### config.mk
export PLATFORM = sky130hd
export DESIGN_NAME = lphm_hash
export DESIGN_NICKNAME = d
export VERILOG_FILES = /design/src/design/lphm_pkg.sv /design/src/design/lphm_hash.sv
export SDC_FILE = /design/constraint.sdc
export NUM_CORES = 2
export LEC_CHECK = 0
export BUFFER_PORTS_ARGS = -buffer_cell sky130_fd_sc_hd__buf_2
export CORE_MARGIN = 5
export CORE_UTILIZATION = 65
export DETAILED_ROUTE_END_ITERATION = 6
export PLACE_DENSITY = 0.82
export SLEW_MARGIN = 5
export SYNTH_ARGS = -nofsm -noshare
export SYNTH_HDL_FRONTEND = slang
export SYNTH_SLANG_ARGS = --single-unit
### constraint.sdc
create_clock -name clk -period 11.28 [get_ports clk]
set_clock_uncertainty 0.05 [all_clocks]
set_input_delay 2.256 -clock clk [delete_from_list [all_inputs] [get_ports clk]]
set_output_delay 2.256 -clock clk [all_outputs]
set_load 0.02 [all_outputs]
### src/design/lphm_pkg.sv
// ============================================================================
// Linear probe hash map package
// Shared widths, command and status codes, and the key mixing constants.
// ============================================================================
package lphm_pkg;

    localparam int SLOTS_DEF   = 1024;
    localparam int KEY_W_DEF   = 64;
    localparam int VALUE_W     = 64;
    localparam int HASH_W      = 64;
    localparam int CMD_W       = 2;
    localparam int STATUS_W    = 2;
    localparam int COUNT_OUT_W = 11;
    localparam int MAX_W       = 10;

    localparam logic [MAX_W-1:0] MAX_ENTRIES_RESET = 10'd512;

    localparam logic [CMD_W-1:0] CMD_LOOKUP = 2'd0;
    localparam logic [CMD_W-1:0] CMD_SET    = 2'd1;
    localparam logic [CMD_W-1:0] CMD_REMOVE = 2'd2;

    localparam logic [STATUS_W-1:0] ST_OK     = 2'd0;
    localparam logic [STATUS_W-1:0] ST_ABSENT = 2'd1;
    localparam logic [STATUS_W-1:0] ST_FULL   = 2'd2;
    localparam logic [STATUS_W-1:0] ST_ZERO   = 2'd3;

    // 64-bit finalizer constants and shift amounts.
    localparam logic [HASH_W-1:0] MIX_C1 = 64'hbf58476d1ce4e5b9;
    localparam logic [HASH_W-1:0] MIX_C2 = 64'h94d049bb133111eb;
    localparam int MIX_SH0 = 30;
    localparam int MIX_SH1 = 27;
    localparam int MIX_SH2 = 31;

endpackage

### src/design/lphm_hash.sv
// ============================================================================
// Home slot hash unit
// Runs the 64-bit finalizer with one shared 32x32 multiplier. Each 64-bit
// product (mod 2^64) is built from three partial products, one after another.
// ============================================================================
module lphm_hash #(
    parameter int SLOTS = lphm_pkg::SLOTS_DEF
) (
    input  logic                          clk,
    input  logic                          rst_n,
    input  logic                          start,
    input  logic [lphm_pkg::HASH_W-1:0]   key,
    output logic                          done,
    output logic [$clog2(SLOTS)-1:0]      slot
);

    import lphm_pkg::*;

    localparam int IDX_W  = $clog2(SLOTS);
    localparam int HALF_W = HASH_W / 2;

    logic              run_reg;
    logic              run_next;
    logic              round_reg;
    logic              round_next;
    logic [1:0]        step_reg;
    logic [1:0]        step_next;
    logic              done_reg;
    logic              done_next;
    logic [HASH_W-1:0] z_reg;
    logic [HASH_W-1:0] z_next;
    logic [HASH_W-1:0] acc_reg;
    logic [HASH_W-1:0] acc_next;
    logic [HASH_W-1:0] prod_reg;
    logic [HASH_W-1:0] prod_next;
    logic [HASH_W-1:0] mix_const;
    logic [HALF_W-1:0] mul_a;
    logic [HALF_W-1:0] mul_b;
    logic [HASH_W-1:0] sum;

    always_comb
    begin
        mix_const = round_reg ? MIX_C2 : MIX_C1;
        mul_a     = (step_reg == 2'd1) ? z_reg[HASH_W-1:HALF_W] : z_reg[HALF_W-1:0];
        mul_b     = (step_reg == 2'd2) ? mix_const[HASH_W-1:HALF_W]
                                       : mix_const[HALF_W-1:0];
        sum       = acc_reg + {prod_reg[HALF_W-1:0], {HALF_W{1'b0}}};

        run_next   = run_reg;
        round_next = round_reg;
        step_next  = step_reg;
        done_next  = 1'b0;
        z_next     = z_reg;
        acc_next   = acc_reg;
        prod_next  = {{HALF_W{1'b0}}, mul_a} * {{HALF_W{1'b0}}, mul_b};

        if (start)
        begin
            run_next   = 1'b1;
            round_next = 1'b0;
            step_next  = 2'd0;
            z_next     = key ^ (key >> MIX_SH0);
        end
        else if (run_reg)
        begin
            step_next = step_reg + 2'd1;
            case (step_reg)
                2'd1:    acc_next = prod_reg;
                2'd2:    acc_next = sum;
                2'd3:
                begin
                    if (round_reg)
                    begin
                        z_next    = sum ^ (sum >> MIX_SH2);
                        run_next  = 1'b0;
                        done_next = 1'b1;
                    end
                    else
                    begin
                        z_next     = sum ^ (sum >> MIX_SH1);
                        round_next = 1'b1;
                    end
                end
                default: acc_next = acc_reg;
            endcase
        end
    end

    always_ff @(posedge clk or negedge rst_n)
    begin
        if (!rst_n)
        begin
            run_reg   <= 1'b0;
            round_reg <= 1'b0;
            step_reg  <= 2'd0;
            done_reg  <= 1'b0;
        end
        else
        begin
            run_reg   <= run_next;
            round_reg <= round_next;
            step_reg  <= step_next;
            done_reg  <= done_next;
        end
    end

    always_ff @(posedge clk)
    begin
        z_reg    <= z_next;
        acc_reg  <= acc_next;
        prod_reg <= prod_next;
    end

    assign done = done_reg;
    assign slot = z_reg[IDX_W-1:0];

endmodule
Word level (Yosys, flattened, before mapping)

Cells that the tools add are included.

Add/sub/neg operators: 2
$mul: 1
Eq/ne operators: 3
Mux-type cells: 21
Bitwise logic cells: 4
Reduce and logical (&&, ||, !) cells: 5

Operators with widths:

| cell                  | count |
|---|---|
| $mux W64              | 4 |
| $pmux W64 S2          | 1 |
| $add A64 B64 Y64      | 1 |
| $mul A32 B32 Y64      | 1 |
| $mux W32              | 2 |
| $xor A64 B33 Y64      | 1 |
| $xor A64 B34 Y64      | 1 |
| $xor A64 B37 Y64      | 1 |
| $mux W62              | 1 |
| $mux W1               | 11 |
| $reduce_bool A2 Y1    | 3 |
| $eq A2 B2 Y1 const B  | 2 |
| $mux W2               | 2 |
| $reduce_and A3 Y1     | 1 |
| $add A2 B1 Y2 const B | 1 |
| $eq A2 B1 Y1 const B  | 1 |
| $reduce_and A2 Y1     | 1 |
| $not A1 Y1            | 1 |

Register bits after elaboration: 197
Input bits: 67
Output and inout port bits: 11
Word-level logic and storage cells: 43

Longest topological paths before layout

Word-level depth: 6
Gate-level depth with buffers: 36
Depth with buffers taken out: 34

Worst setup path after synthesis

Ideal clock, no wire load.

Kind: register to register
Start point: reg step_reg[1]
End point: reg prod_reg[62]
Library setup time: 118 ps
Data arrival time: 8995 ps
Required time: 11112 ps
Slack: 2117 ps
Stages on the path, launching flop included: 31
Path buffers: 4
Period minus slack after synthesis: 9163 ps
Cells stage by stage: dfrtp_1 > inv_1 > ha_1 > clkbuf_1 > clkbuf_1 > buf_1 > mux2i_1 > inv_1 > nand2_1 > inv_1 > fa_1 > inv_1 > fa_1 > fa_1 > fa_1 > inv_1 > fa_1 > fa_1 > fa_1 > fa_1 > ha_1 > buf_2 > and4_4 > nand4_2 > or4_1 > o21ba_2 > o21a_4 > o31ai_4 > a22o_4 > a21oi_2 > xnor2_1

Word-level cells in the longest chain between the ends: 3
Elaborated cells between the ends (all ways): 5
Classes of those cells: mul (1); eq/ne (2); mux (2)

RTL lines:

| element                                             | RTL line                         | source |
|---|---|---|
| from (decl)                                         | lphm_hash.sv:26                  | `logic [1:0] step_reg;` |
| from (signal assigned)                              | lphm_hash.sv:102                 | `step_reg <= step_next;` |
| $eq A2 B1 Y1 / $eq A2 B2 Y1 (equally long branches) | lphm_hash.sv:44, lphm_hash.sv:45 |  |
| $mux W32, on equally long branches                  | lphm_hash.sv:44, lphm_hash.sv:45 |  |
| $mul A32 B32 Y64 (*)                                | lphm_hash.sv:55                  | `prod_next = {{HALF_W{1'b0}}, mul_a} * {{HALF_W{1'b0}}, mul_b};` |
| net prod_next[62]                                   | lphm_hash.sv:35                  | `logic [HASH_W-1:0] prod_next;` |
| to (signal assigned)                                | lphm_hash.sv:111                 | `prod_reg <= prod_next;` |
| to (decl)                                           | lphm_hash.sv:34                  | `logic [HASH_W-1:0] prod_reg;` |

The timed path passes the listed nets; every way through them passes the cells marked *.
A chain may end at the register's enable or synchronous reset.

Final worst setup path

Start point: reg step_reg[1]
End point: reg prod_reg[61]

The elaborated chain is that of the path after synthesis.

==> key figures <==
Timing
  – Slew at the pin closest to its max-slew limit: 1.100 ns
  – Hold slack: 0.4844 ns
  – Setup TNS: 0 ns
  – Crit path time final: 10.48 ns
  – Final worst path period share: 92.95%
  – Highest achievable clock rate: 0.09538 GHz
  – RSZ-0062 raised after global routing: false
  – Total of endpoints with negative setup slack in the final report: 0
  – Count of final max-slew check failures: 0
  – Slew HR: 26.34%
  – Hold violation total from the final report: 0

Clocking
  – Number of cells upsized or downsized after cts: 0
  – Clk_lat worst skew: 0.46 ns
  – Clock tree root driver cell: clkbuf_16
  – Clock slew at the register clock pins of the worst setup and hold paths: 0.08 ns
  – Clock buffer count from CTS: 17
  – Clock tree sinks: 197
  – Number of buffers inserted by hold repair at cts: 0
  – Maximum buffer depth of the clock tree: 2
  – CTS tree: yes
  – Postcts setup bufs: 0
  – Depth of the CTS H-tree: 4

Die
  – Core footprint: 0.05924 sq mm
  – Die ar.: 0.06511 sq mm
  – Die height: 255.2 um
  – Die boundary width: 255.2 um
  – Effective utilization at floorplan: 65.95%
  – I/O Pins: 78
  – Row Count: 89

Cells and area
  – Final layout net count: 5295
  – Layout overhead on the synthesized area: 4.458%
  – Antenna cells: 0
  – Final instance area: 0.04081 sq mm
  – Utilization after layout: 68.89%
  – Fraction of layout cells with a size suffix above 1: 6.168%

Route
  – Via total after detailed routing: 29.36k
  – Detailed router's first-iteration violation count: 3112
  – Via-per-instance ratio: 6.084
  – Number of nets with antenna violations after routing: 0
  – # DRC: 0
  – First-pass iteration count of the detailed router: 6
  – Average wire length per cell after detail routing: 26.80 um
  – Total wirelength of the detailed-routed design: 129400 um

Global route
  – Global-route usage over all layers: 40.59%
  – Global-route wire length before repair: 192400 um
  – Vias in the first global route: 31.00k
  – Largest net degree at the start of global routing: 98
  – Overall overflow remaining after global route: 0
  – Number of antenna violations at the first check in global routing: 3

Synth
  – Xor and xnor area share after synthesis: 4.013%
  – Async set-or-reset flop fraction in the synthesized netlist: 2.538%
  – Leading post-synthesis cells by cell area: fa_1, ha_1, edfxtp_1
  – Fraction of the mapped netlist area in adder cells: 53.11%
  – Basic-gate share of the synthesized area counting and, or, nand and nor cells: 8.542%
  – Yosys top cell by area: fa_1
  – Compound-Gate Fraction of Synth Area: 7.398%
  – Most frequent cells after synthesis: inv_1, fa_1, ha_1
  – Number of warning messages in the yosys log: 0
  – Number of storage elements in the synthesis netlist: 197
  – Average footprint of a synthesized cell: 9.680 sq um
  – Post-Synthesis Net Count: 5291
  – Primary FF master, synth: edfxtp_1
  – Instance count of the mapped netlist: 4036
  – Multiplexer share of the synthesized area: 2.402%
  – Share of the synthesized area in the top cell type: 40.17%
  – Most common cell in the netlist: inv_1
  – Combinational family with the most area after synthesis: adder cells
  – Area of the mapped netlist: 0.03907 sq mm
  – Part of the Yosys area used for sequential elements: 13.44%
  – Library cells used by synthesis: 83
  – Number of enable flip-flop cells after synthesis: 128

Critical path
  – Most used cell along the critical path: fa_1
  – Data arrival time of the worst path: 10.80 ns
  – Nature of the critical path endpoint: flip-flop
  – CP required: 11.59 ns
  – Delay of the slowest cell on the worst path: 0.89 ns
  – Worst-path maximum fanout: 23
  – Crit path kind: flip-flop to flip-flop
  – Cell with the largest stage delay on the worst path: mux2i_1
  – Type of origin of the critical path: flip-flop

Run
  – # Max-Cap Violations: 0

Placement
  – Cell Area, Placed: 0.04024 sq mm
  – Final HPWL DP: 112500 um
  – Port-buffer cells: 77
  – Routability Congestion: 1.060

Status
  – Run status: completed

Min path
  – Worst min-delay path class: flip-flop to flip-flop
==> final cells by class <==
type	count	area [sq um]
Multi-Input combinational cell	2700	29520
Inverter	1002	3761
Clock buffer	19	454.2
Fill cell	4645	18430
Clock inverter	13	116.4
Tap cell	773	967.2
Timing Repair Buffer	122	735.7
Sequential cell	197	5251
==> layer usage <==
layer	global-route usage [%]	part of all wire [%]
met1	52.87	36
met2	62.94	45
met3	6.798	9.2
met4	27.68	9.2
met5	0	0.026
==> cell families after synthesis <==
logic type                 after synthesis
AOI/OAI and AO/OA                      463
xor gates and xnor gates               179
adders and majority gates             1188
buffers and inverters                 1139
DFF                                    197
muxes                                   87
and+or+nand+nor                        783
==> critical path: cells and delay by family, from the launching register on <==
kind            cells  cell delay (ns)
fa+ha+maj          10             4.97
compound gates      9             2.18
simple gates        5             1.19
mux                 1             0.89
buf+inv             4             0.62
flops               1             0.46
==> path summary, 6_finish.rpt <==
path | depth (start not counted) | endpoint | start | slack, ns
setup / recovery | 29 | prod_reg[61] | step_reg[1] | 0.80
hold / removal | 1 | acc_reg[33] | prod_reg[33] | 0.48
setup reg to reg | 29 | prod_reg[61] | step_reg[1] | 0.80
hold reg to reg | 1 | acc_reg[33] | prod_reg[33] | 0.48
max in group asynchronous | 1 | round_reg | rst_n | 9.49
min in group asynchronous | 1 | done | rst_n | 1.55
==> metrics by stage <==
| stage | cells | setup slack [ns] |
|---|---|---|
| after global routing | 4826 | 0.4421 |
| after detailed placement | 4794 | 0.9730 |
| final | 4826 | 0.7954 |
| after CTS | 4826 | 0.9250 |
| after floorplan | 4036 | 2.117 |
| after global placement | 4794 | 1.118 |
==> layout by cell type, fill, tap and decap left out, drive strengths merged, types with 15 or more instances in the layout <==
master / n
o22ai: 20
fa: 784
mux2: 54
buf: 122
xnor2: 82
dfxtp: 64
ha: 404
mux2i: 33
nand4: 15
nor2: 336
xor2: 97
o21ai: 133
nand2: 278
clkbuf: 19
a21o: 59
edfxtp: 128
nand3: 28
nor2b: 44
a21oi: 139
o21bai: 24
nor3: 25
inv: 1006
Power is not shown: default switching activity piles up to over one toggle a cycle in this logic, so the estimate is an artifact.
